$ cat config.mk
export PLATFORM = sky130hd
export DESIGN_NAME = htc_lane
export DESIGN_NICKNAME = d
export VERILOG_FILES = /design/src/sv/htc_pkg.sv /design/src/sv/htc_div.sv /design/src/sv/htc_lane.sv
export SDC_FILE = /design/constraint.sdc
export NUM_CORES = 2
export LEC_CHECK = 0
export ABC_AREA = 1
export BUFFER_PORTS_ARGS = -buffer_cell sky130_fd_sc_hd__clkbuf_2
export CORE_MARGIN = 1.5
export CORE_UTILIZATION = 55
export DETAILED_ROUTE_END_ITERATION = 12
export GPL_TIMING_DRIVEN = 1
export PLACE_DENSITY = 0.75
export SYNTH_ARGS = -nofsm -noshare
export SYNTH_HDL_FRONTEND = slang
export SYNTH_SLANG_ARGS = --single-unit
$ cat constraint.sdc
create_clock -name clock -period 7.3 [get_ports clock]
set_clock_uncertainty 0.05 [all_clocks]
set_input_delay 0 -clock clock [delete_from_list [all_inputs] [get_ports clock]]
set_output_delay 0 -clock clock [all_outputs]
set_load 0.005 [all_outputs]
$ cat src/sv/htc_pkg.sv
`timescale 1ns / 1ps
// ----------------------------------------------------------------------------
// htc_pkg: shared types and constants of the sensor calibration block
// Widths of the datapath, register indexes and the lane interface structs.
// ----------------------------------------------------------------------------
package htc_pkg;

   localparam int FRAC_BITS = 8;
   localparam int SAMPLE_W  = 16;
   localparam int RH_PT_W   = 8;
   localparam int PT_W      = 10;
   localparam int VALUE_W   = 32;
   localparam int DIFF_W    = SAMPLE_W + 1;
   localparam int DPT_W     = PT_W + 1;
   localparam int PROD_W    = DIFF_W + DPT_W;
   localparam int SUM_W     = PROD_W + 1;
   localparam int NUM_W     = SUM_W + FRAC_BITS;
   localparam int MAG_W     = NUM_W - 1;
   localparam int SHIFT_W   = 2;
   localparam int DEN_W     = SAMPLE_W + 3;
   localparam int REM_W     = DEN_W + 1;
   localparam int LANE_LAT  = 3 + MAG_W + 1;

   localparam logic [SHIFT_W-1:0] RH_UNIT_SHIFT = 2'd1;
   localparam logic [SHIFT_W-1:0] T_UNIT_SHIFT  = 2'd3;

   localparam int CSR_IDX_W  = 3;
   localparam int CSR_DATA_W = 16;

   localparam logic [CSR_IDX_W-1:0] REG_RH_LO_PT  = 3'd0;
   localparam logic [CSR_IDX_W-1:0] REG_RH_HI_PT  = 3'd1;
   localparam logic [CSR_IDX_W-1:0] REG_RH_LO_RAW = 3'd2;
   localparam logic [CSR_IDX_W-1:0] REG_RH_HI_RAW = 3'd3;
   localparam logic [CSR_IDX_W-1:0] REG_T_LO_PT   = 3'd4;
   localparam logic [CSR_IDX_W-1:0] REG_T_HI_PT   = 3'd5;
   localparam logic [CSR_IDX_W-1:0] REG_T_LO_RAW  = 3'd6;
   localparam logic [CSR_IDX_W-1:0] REG_T_HI_RAW  = 3'd7;

   typedef struct packed {
      logic signed [SAMPLE_W-1:0] raw_lo;
      logic signed [SAMPLE_W-1:0] raw_hi;
      logic [PT_W-1:0]            pt_lo;
      logic [PT_W-1:0]            pt_hi;
      logic [SHIFT_W-1:0]         unit_shift;
   } lane_cal_type;

   typedef struct packed {
      logic neg;
      logic zero;
   } div_tag_type;

   typedef struct packed {
      logic signed [VALUE_W-1:0] value;
      logic                      span_zero;
   } lane_res_type;

endpackage

$ cat src/sv/htc_div.sv
`timescale 1ns / 1ps
// ----------------------------------------------------------------------------
// htc_div: pipelined restoring divider on magnitudes
// One quotient bit per stage; a tag travels alongside each operand pair.
// ----------------------------------------------------------------------------
module htc_div (
   input  logic                         clock,
   input  logic                         en,
   input  logic [htc_pkg::MAG_W-1:0]    num_mag,
   input  logic [htc_pkg::DEN_W-1:0]    den_mag,
   input  htc_pkg::div_tag_type         tag,
   output logic [htc_pkg::MAG_W-1:0]    quo,
   output htc_pkg::div_tag_type         tag_out
);

   localparam int N = htc_pkg::MAG_W;

   logic [htc_pkg::DEN_W-1:0] rem_ff [N];
   logic [htc_pkg::MAG_W-1:0] num_ff [N];
   logic [htc_pkg::MAG_W-1:0] quo_ff [N];
   logic [htc_pkg::DEN_W-1:0] den_ff [N];
   htc_pkg::div_tag_type      tag_ff [N];

   for (genvar k = 0; k < N; k++) begin : g_stage
      logic [htc_pkg::DEN_W-1:0] rem_cur;
      logic [htc_pkg::MAG_W-1:0] num_cur;
      logic [htc_pkg::MAG_W-1:0] quo_cur;
      logic [htc_pkg::DEN_W-1:0] den_cur;
      htc_pkg::div_tag_type      tag_cur;
      logic [htc_pkg::REM_W-1:0] trial;
      logic                      fits;

      if (k == 0) begin : g_head
         assign rem_cur = '0;
         assign num_cur = num_mag;
         assign quo_cur = '0;
         assign den_cur = den_mag;
         assign tag_cur = tag;
      end else begin : g_body
         assign rem_cur = rem_ff[k-1];
         assign num_cur = num_ff[k-1];
         assign quo_cur = quo_ff[k-1];
         assign den_cur = den_ff[k-1];
         assign tag_cur = tag_ff[k-1];
      end

      assign trial = {rem_cur, num_cur[htc_pkg::MAG_W-1]};
      assign fits  = trial >= {1'b0, den_cur};

      always_ff @(posedge clock) begin
         if (en) begin
            rem_ff[k] <= fits ? htc_pkg::DEN_W'(trial - {1'b0, den_cur})
                              : trial[htc_pkg::DEN_W-1:0];
            num_ff[k] <= {num_cur[htc_pkg::MAG_W-2:0], 1'b0};
            quo_ff[k] <= {quo_cur[htc_pkg::MAG_W-2:0], fits};
            den_ff[k] <= den_cur;
            tag_ff[k] <= tag_cur;
         end
      end
   end

   assign quo     = quo_ff[N-1];
   assign tag_out = tag_ff[N-1];

endmodule

$ cat src/sv/htc_lane.sv
`timescale 1ns / 1ps
// ----------------------------------------------------------------------------
// htc_lane: one calibration lane
// Forms numerator and denominator of the two-point line, divides, saturates.
// ----------------------------------------------------------------------------
module htc_lane (
   input  logic                                clock,
   input  logic                                en,
   input  logic signed [htc_pkg::SAMPLE_W-1:0] sample,
   input  htc_pkg::lane_cal_type               cal,
   output htc_pkg::lane_res_type               res
);

   logic signed [htc_pkg::DIFF_W-1:0] diff_ff, span_ff, span2_ff;
   logic signed [htc_pkg::DPT_W-1:0]  dpt_ff;
   logic [htc_pkg::PT_W-1:0]          ptlo_ff;
   logic [htc_pkg::SHIFT_W-1:0]       shift_ff, shift2_ff;
   logic signed [htc_pkg::PROD_W-1:0] slope_ff, base_ff;
   logic [htc_pkg::MAG_W-1:0]         mag_ff;
   logic [htc_pkg::DEN_W-1:0]         den_ff;
   htc_pkg::div_tag_type              tag_ff;
   htc_pkg::lane_res_type             res_ff;

   logic signed [htc_pkg::SUM_W-1:0]  sum;
   logic signed [htc_pkg::NUM_W-1:0]  num;
   logic [htc_pkg::NUM_W-1:0]         num_abs;
   logic [htc_pkg::DIFF_W-1:0]        span_abs;
   logic [htc_pkg::MAG_W-1:0]         quo;
   htc_pkg::div_tag_type              tag_q;
   logic signed [htc_pkg::NUM_W-1:0]  q_signed;
   logic signed [htc_pkg::VALUE_W-1:0] value_in;

   // Stage 1: differences.
   always_ff @(posedge clock) begin
      if (en) begin
         diff_ff  <= htc_pkg::DIFF_W'(sample) - htc_pkg::DIFF_W'(cal.raw_lo);
         span_ff  <= htc_pkg::DIFF_W'(cal.raw_hi) - htc_pkg::DIFF_W'(cal.raw_lo);
         dpt_ff   <= $signed({1'b0, cal.pt_hi}) - $signed({1'b0, cal.pt_lo});
         ptlo_ff  <= cal.pt_lo;
         shift_ff <= cal.unit_shift;
      end
   end

   // Stage 2: the two products of the numerator.
   always_ff @(posedge clock) begin
      if (en) begin
         slope_ff  <= htc_pkg::PROD_W'(diff_ff * dpt_ff);
         base_ff   <= htc_pkg::PROD_W'($signed({1'b0, ptlo_ff}) * span_ff);
         span2_ff  <= span_ff;
         shift2_ff <= shift_ff;
      end
   end

   // Stage 3: magnitudes and quotient sign for the divider.
   assign sum      = htc_pkg::SUM_W'(slope_ff) + htc_pkg::SUM_W'(base_ff);
   assign num      = htc_pkg::NUM_W'(sum) <<< htc_pkg::FRAC_BITS;
   assign num_abs  = num[htc_pkg::NUM_W-1] ? htc_pkg::NUM_W'(-num) : htc_pkg::NUM_W'(num);
   assign span_abs = span2_ff[htc_pkg::DIFF_W-1] ? htc_pkg::DIFF_W'(-span2_ff)
                                                 : htc_pkg::DIFF_W'(span2_ff);

   always_ff @(posedge clock) begin
      if (en) begin
         mag_ff      <= num_abs[htc_pkg::MAG_W-1:0];
         den_ff      <= htc_pkg::DEN_W'(span_abs[htc_pkg::SAMPLE_W-1:0]) << shift2_ff;
         tag_ff.neg  <= num[htc_pkg::NUM_W-1] ^ span2_ff[htc_pkg::DIFF_W-1];
         tag_ff.zero <= span2_ff == '0;
      end
   end

   htc_div u_div (
      .clock   (clock),
      .en      (en),
      .num_mag (mag_ff),
      .den_mag (den_ff),
      .tag     (tag_ff),
      .quo     (quo),
      .tag_out (tag_q)
   );

   // Final stage: sign, saturation to 32 bits, zero span.
   assign q_signed = tag_q.neg ? -$signed({1'b0, quo}) : $signed({1'b0, quo});

   always_comb begin
      if (tag_q.zero) begin
         value_in = '0;
      end else if (q_signed > $signed(htc_pkg::NUM_W'({1'b0, {(htc_pkg::VALUE_W-1){1'b1}}}))) begin
         value_in = {1'b0, {(htc_pkg::VALUE_W-1){1'b1}}};
      end else if (q_signed < -$signed(htc_pkg::NUM_W'({1'b1, {(htc_pkg::VALUE_W-1){1'b0}}}))) begin
         value_in = {1'b1, {(htc_pkg::VALUE_W-1){1'b0}}};
      end else begin
         value_in = q_signed[htc_pkg::VALUE_W-1:0];
      end
   end

   always_ff @(posedge clock) begin
      if (en) begin
         res_ff.value     <= value_in;
         res_ff.span_zero <= tag_q.zero;
      end
   end

   assign res = res_ff;

endmodule

== Word-level counts from Yosys, hierarchy flattened ==
Memory sizes are Yosys's and may differ from the RTL's.
Index checks and enable logic that the tools add are counted.
Widths: inputs -> output; s select.

* Register bits after elaboration: 222
* Bits in latches: 0
* Bits in writable memories: 3,996
* Bits in read-only memories: 0
* Input bits: 72
* Output and inout bits: 33
* Logic and storage cells: 152
* Memories kept: 5

* Add/sub/neg operators: 43
* Multiply operators: 2
* Div/mod/pow operators: 0
* Order comparisons: 38
* Equality and inequality tests: 0
* Shifts and indexed selects: 1
* Multiplexer cells: 43
* Bitwise logic cells: 1
* Reduce and logical (&&, ||, !) cells: 2

{| class="wikitable"
|+ Memory list
! memory !! depth !! width !! read ports !! clocked after memory_dff !! wr ports !! RTL line !! source
|-
| u_div.quo_ff || 36 || 36 || 36 || 0 || 36 || htc_div.sv:20 || <nowiki>logic [htc_pkg::MAG_W-1:0] quo_ff [N];</nowiki>
|-
| u_div.num_ff || 36 || 35 || 35 || 0 || 36 || htc_div.sv:19 || <nowiki>logic [htc_pkg::MAG_W-1:0] num_ff [N];</nowiki>
|-
| u_div.den_ff || 36 || 19 || 35 || 0 || 36 || htc_div.sv:21 || <nowiki>logic [htc_pkg::DEN_W-1:0] den_ff [N];</nowiki>
|-
| u_div.rem_ff || 36 || 19 || 35 || 0 || 36 || htc_div.sv:18 || <nowiki>logic [htc_pkg::DEN_W-1:0] rem_ff [N];</nowiki>
|-
| u_div.tag_ff || 36 || 2 || 36 || 0 || 36 || htc_div.sv:22 || <nowiki>htc_pkg::div_tag_type tag_ff [N];</nowiki>
|}

{| class="wikitable"
|+ Operators with widths
! cell !! count
|-
| $ge 20x19->1 || 35
|-
| $mux 19 || 36
|-
| $sub 19x19->19 || 35
|-
| $gt 37x32->1 const B || 1
|-
| $lt 37x32->1 const B || 1
|-
| $mux 37 || 1
|-
| $neg 36->37 || 1
|-
| $mux 36 || 1
|-
| $neg 36->36 || 1
|-
| $sub 16x16->17 || 2
|-
| $mux 32 || 1
|-
| $mux 31 || 1
|-
| $add 28x28->29 || 1
|-
| $mul 11x17->28 || 1
|-
| $mul 17x11->28 || 1
|-
| $ge 1x19->1 || 1
|-
| $shl 16x2->19 || 1
|-
| $sub 1x19->19 || 1
|-
| $logic_not 17->1 || 1
|-
| $mux 16 || 1
|-
| $neg 16->16 || 1
|-
| $sub 10x10->11 || 1
|-
| $mux 1 || 2
|-
| $reduce_or 2->1 || 1
|-
| $xor 1x1->1 || 1
|}

== Longest topological paths before layout ==
An unclocked memory read counts as a cell.

* Depth in word-level cells: 6
* Gate-level depth with buffers: 26
* Depth with buffers taken out: 24

== Hierarchy ==
Synthesis repeated with hierarchy kept, for this count alone.

* Cell total of the unflattened synthesis: 16,409
* Area total of the unflattened synthesis: 159,444.2 µm²

{| class="wikitable"
|+ Modules (own cells, without submodules)
! module !! times used !! cells an instance !! area each (µm²) !! seq. area each (µm²)
|-
| htc_div || 1 || 13,178 || 132,900.0 || 81,017.7
|-
| htc_lane || 1 || 3,231 || 26,544.2 || 6,426.2
|}

== Worst setup path before layout ==
OpenSTA, ideal clock, no wires.

* Kind: reg-to-reg
* From: reg ptlo_ff[4] in the netlist's numbering
* To: reg base_ff[19] in the netlist's numbering, data pin
* Library setup time: 0.265 ns
* Arrival time: 5.115 ns
* Required time: 6.985 ns
* Slack: 1.870 ns
* Stages on the path, launching flop included: 21
* Path buffers: 2
* Clock period less this slack: 5.430 ns
* Cell sequence: edfxtp_1 clkbuf_1 clkbuf_1 nand2_1 fa_1 fa_1 inv_1 fa_1 fa_1 inv_1 fa_1 inv_1 ha_1 a21o_1 a21oi_1 nand2_1 a31oi_1 o21ai_0 a21boi_0 o21ai_0 xor2_1

* Word-level cells in the longest chain between the ends: 1

{| class="wikitable"
|+ RTL lines
! what !! RTL line !! source
|-
| from (decl) || htc_lane.sv:16 || <nowiki>logic [htc_pkg::PT_W-1:0] ptlo_ff;</nowiki>
|-
| from (signal assigned) || htc_lane.sv:39 || <nowiki>ptlo_ff <= cal.pt_lo;</nowiki>
|-
| $mul 11x17->28 || htc_lane.sv:48 || <nowiki>base_ff <= htc_pkg::PROD_W'($signed({1'b0, ptlo_ff}) * span_ff);</nowiki>
|-
| to (signal assigned) || htc_lane.sv:48 ||
|-
| to (decl) || htc_lane.sv:18 || <nowiki>logic signed [htc_pkg::PROD_W-1:0] slope_ff, base_ff;</nowiki>
|}

Every way passes these cells.
A chain may end at the register's enable or synchronous reset.

== Final worst setup path ==
* From: reg ptlo_ff[2] in the netlist's numbering
* To: reg base_ff[25] in the netlist's numbering, data pin

The elaborated chain is that of the path after synthesis.

==> flow_metrics.py <==
metrics = {
    "status": {
        "outcome": "complete, no violations",
    },
    "cts": {
        "cts-htree-levels": 5,
        "cts_max_path_buffers": 4,
        "cts_tree": "yes",
        "clock-sinks": 2660,
        "clock_insertion_delay_worst_skew_ns": 0.96,
        "cts_resized": 0,
        "cts-buffers-inserted": 302,
        "cts_root_buf": "clkbuf_16",
        "clk_pin_slew_worst_paths_ns": 0.06,
    },
    "setup_path": {
        "crit_path_start_kind": "flip-flop",
        "worst_setup_path_startpoint": "ptlo_ff[2]",
        "rr_worst_depth": 19,
        "worst_ep_required_time_ns": 7.89,
        "cp_common_cell": "fa_1",
        "cp_num_cells": 19,
        "rr_endpoint": "base_ff[25]",
        "cell_by_cell_trace_of_the_critical_path": "nand2_1 > inv_1 > fa_1 > fa_1 > fa_1 > fa_1 > inv_1 > fa_1 > inv_1 > ha_1 > nand2_1 > nor2_1 > nor3b_1 > nand4_1 > nand3_1 > nand3_1 > nand2_1 > a31oi_1 > xor2_1",
        "worst-endpoint-arrival_ns": 6.48,
        "critical_path_fanout_max": 17,
        "setup.reg_to_reg.worst_slack_ns": 1.40,
        "worstReg2RegStart": "ptlo_ff[2]",
        "cp_top_family": "adder cells",
        "critical_path_class": "flip-flop to flip-flop",
        "critical-path-max-stage-delay_ns": 0.81,
        "crit_path_top_delay_cell": "edfxtp_1",
        "path_buf_inv": 3,
        "critical_path.endpoint_type": "flip-flop",
    },
    "logic_synthesis": {
        "post_synth_fa_ha_maj_area_fraction_pct": 12.9,
        "ys_top_cells_by_area": "edfxtp_1 (57%), ha_1 (7.7%), nand2_1 (6.3%)",
        "synthDominantCellAreaShare_pct": 57.0,
        "synth_top_family_by_area": "adder cells",
        "syn_warnings": 0,
        "synthArstFlopShare_pct": 0,
        "synth_cell_type_count": 61,
        "synth-seq-area-share_pct": 57.0,
        "post_synth_mux_area_share_pct": 0.0786,
        "number_of_flops_mapped_to_enable_cells_by_yosys": 2660,
        "yosys.area.top_type": "edfxtp_1",
        "yosys.area_share.xor_xnor_pct": 4.23,
        "basic_gate_share_of_the_synthesized_area_counting_and_or_nand_and_nor_cells_pct": 11.9,
        "mappedNetlistNets": 14073,
        "post_synthesis_compound_gate_area_fraction_pct": 8.04,
        "synth.cell_area_mm2": 0.140,
        "syn_inst": 12778,
        "synthTopCellsByCount": "edfxtp_1 (2660), nand2_1 (2336), inv_1 (1941), a21oi_1 (882), ha_1 (861)",
        "synth_most_common_cell": "edfxtp_1",
        "top_ff_cell_synth": "edfxtp_1",
        "synth_area_per_cell_um2": 11.0,
        "synth.ff_latch_count": 2660,
    },
    "finish": {
        "layout-drive-gt1-share_pct": 5.24,
        "final_net_count": 14460,
        "area.growth.synth_to_final_pct": 10.7,
        "sequential_cell_area_mm2": 0.0799,
        "fillerInstances": 20219,
        "area_occupied_by_multi_input_gates_mm2": 0.0520,
    },
    "timing": {
        "final_hold_viol_count": 0,
        "timing_max_transition_violations_final": 0,
        "slew_headroom_pct": 26.4,
        "maxClockFrequency_mhz": 170,
        "grt_setup_unrepaired": "no",
        "final_critical_delay_including_setup_and_external_delays_ns": 5.90,
        "post-route-period-util_pct": 80.8,
        "timing_worst_slew_pin_value_ns": 1.10,
        "worst_slack_ns": 1.40,
        "fin_tns_setup_ns": 0,
        "final-setup-viol-count": 0,
    },
    "pwr": {
        "leakage_power_nw": 65.6,
        "power.density_mw_per_mm2": 487,
        "vdd_drop_max_mv": 0.733,
    },
    "place": {
        "globalplace.congestion": 0.933,
        "hpwl_um": 207000,
        "worst_slack_at_placement_ns": 1.39,
        "buffers_added_on_ports": 104,
    },
    "detailed_routing": {
        "totalWireLength_um": 285000,
        "drc": 0,
        "initialDrtViolationCount": 7114,
        "ant_nets": 0,
        "routed-via-count": 90283,
        "post_drt_wl_per_cell_um": 17.0,
        "drt_pass1_iterations": 7,
        "viasPerCell": 5.39,
    },
    "hold_path": {
        "worst_hold_path_type": "primary input to flip-flop",
        "whs_path_depth": 4,
        "timing.hold.worst.start": "cal[10]",
        "holdPathEnd": "dpt_ff[8]",
    },
    "global_route": {
        "grt_usage_pct": 22.0,
        "grt_overflow": 0,
        "grt_pass1_wl_um": 457000,
        "via_count_of_the_first_global_routing_pass": 87705,
        "antenna_found_initial": 9,
        "grt_start_max_net_pins": 180,
    },
    "floorplanning": {
        "core-area_mm2": 0.254,
        "boundaryPins": 105,
        "die_y_um": 508,
        "initial_utilization_pct": 55.2,
        "floorplan.die.width_um": 508,
        "fp.dieArea_mm2": 0.258,
        "rows": 185,
    },
    "job": {
        "cap_viol_max_count": 0,
    },
}
## routing by layer
metal  share of wire, %  vias to the layer above  global-route usage, %  routed length, um
li1                   -                    44450                      -                  -
met1                 44                    42847                   29.8             126000
met2                 47                     2379                   36.4             134000
met3                5.1                      607                   3.11              14500
met4                3.6                        0                   8.24              10300
met5                  0                        -                      0                  0
## worst reg2reg max path, delay by kind of cell (launching register included)
family / cells / cell delay [ns]
buf+inv: 3 / 0.25
compound gates: 1 / 0.11
fa+ha+maj: 6 / 3.02
flops: 1 / 0.81
xor+xnor: 1 / 0.15
simple gates: 8 / 1.27
## power breakdown
group          switching (mW)  leakage, nW  internal [mW]
Clock                    5.83         4.52           8.43
Sequential               1.93         26.1           22.4
Combinational            23.2         35.0           13.9
Total                    30.9         65.6           44.7
## final cells by class
type,instances,area share [%]
clock inverter,157,0.886
timing repair buffer,294,1.59
tap,3366,2.71
clock buffer,361,5.08
sequential,2660,51.5
multi-input combinational,7949,33.5
antenna,15,0.0242
inverter,1958,4.73
## stage by stage
step                      std cells  instance area [um2]  hold WS [ns]  power [mW]  util [%]
final                         16760               155000         0.131        75.7      61.2
after global routing          16758               155000        0.0899        82.1      61.2
after CTS                     16745               155000        0.0113        76.1      61.2
after detailed placement      16078               144000         0.129        61.3      56.9
after global placement        16078               144000         0.130        60.7      56.9
after floorplan               12778               140000        0.0489        51.9         -
## kinds of logic after synthesis
kind of cell | after synthesis
and+or+nand+nor | 3972
DFF | 2660
buffers and inverters | 2169
AOI/OAI and AO/OA | 2066
adders and majority gates | 1223
xor gates and xnor gates | 677
muxes | 11
## flip-flops by register name, indices dropped and copies added, names as in the netlist
signal and count:
u_div.quo_ff 666, span2_ff 17, u_div.num_ff 378, ptlo_ff 10, res 33, den_ff 19
shift2_ff 2, u_div.tag_ff 72, span_ff 17, shift_ff 2, diff_ff 17, u_div.den_ff 665
tag_ff 2, u_div.rem_ff 665, mag_ff 28, slope_ff 28, dpt_ff 11, base_ff 28
## cell usage in the layout (no fill, tap or decap), types with 19 or more instances in the layout
master         count
bufinv_16         21
o31ai_1           57
clkbuf_2         103
xnor2_1          291
buf_4             30
inv_1           1941
o21bai_1          19
nor4_1            37
nor3_1           158
o211ai_1          30
clkinv_2          47
o21ai_0          771
a21oi_1          882
clkbuf_1          54
a221oi_1          35
nand3_1          409
ha_1             861
clkbuf_16        307
nand2_2           41
clkinv_1          59
or2_2             30
o21ai_1           40
edfxtp_1        2660
o21a_1            22
xor2_1           386
and2_1            41
a21o_1            65
nand4_1          155
a21oi_2           31
dlygate4sd3_1    149
a31oi_1           82
nor2_1           693
nand2_1         2336
fa_1             362
## worst max-delay path by stage
| stage | endpoint |
|---|---|
| after floorplan | base_ff[19] |
| after global placement | base_ff[25] |
| after detailed placement | base_ff[27] |
| after CTS | base_ff[25] |
| after global routing | base_ff[25] |
| final | base_ff[25] |
## what timing repair did
item	in CTS	in global routing
endpoints found under the hold margin	456	0
endpoints found under the setup margin	0	0
hold buffers	149	0
buffers inserted	0	0
Note: power is estimated with default switching activity, not from simulation.
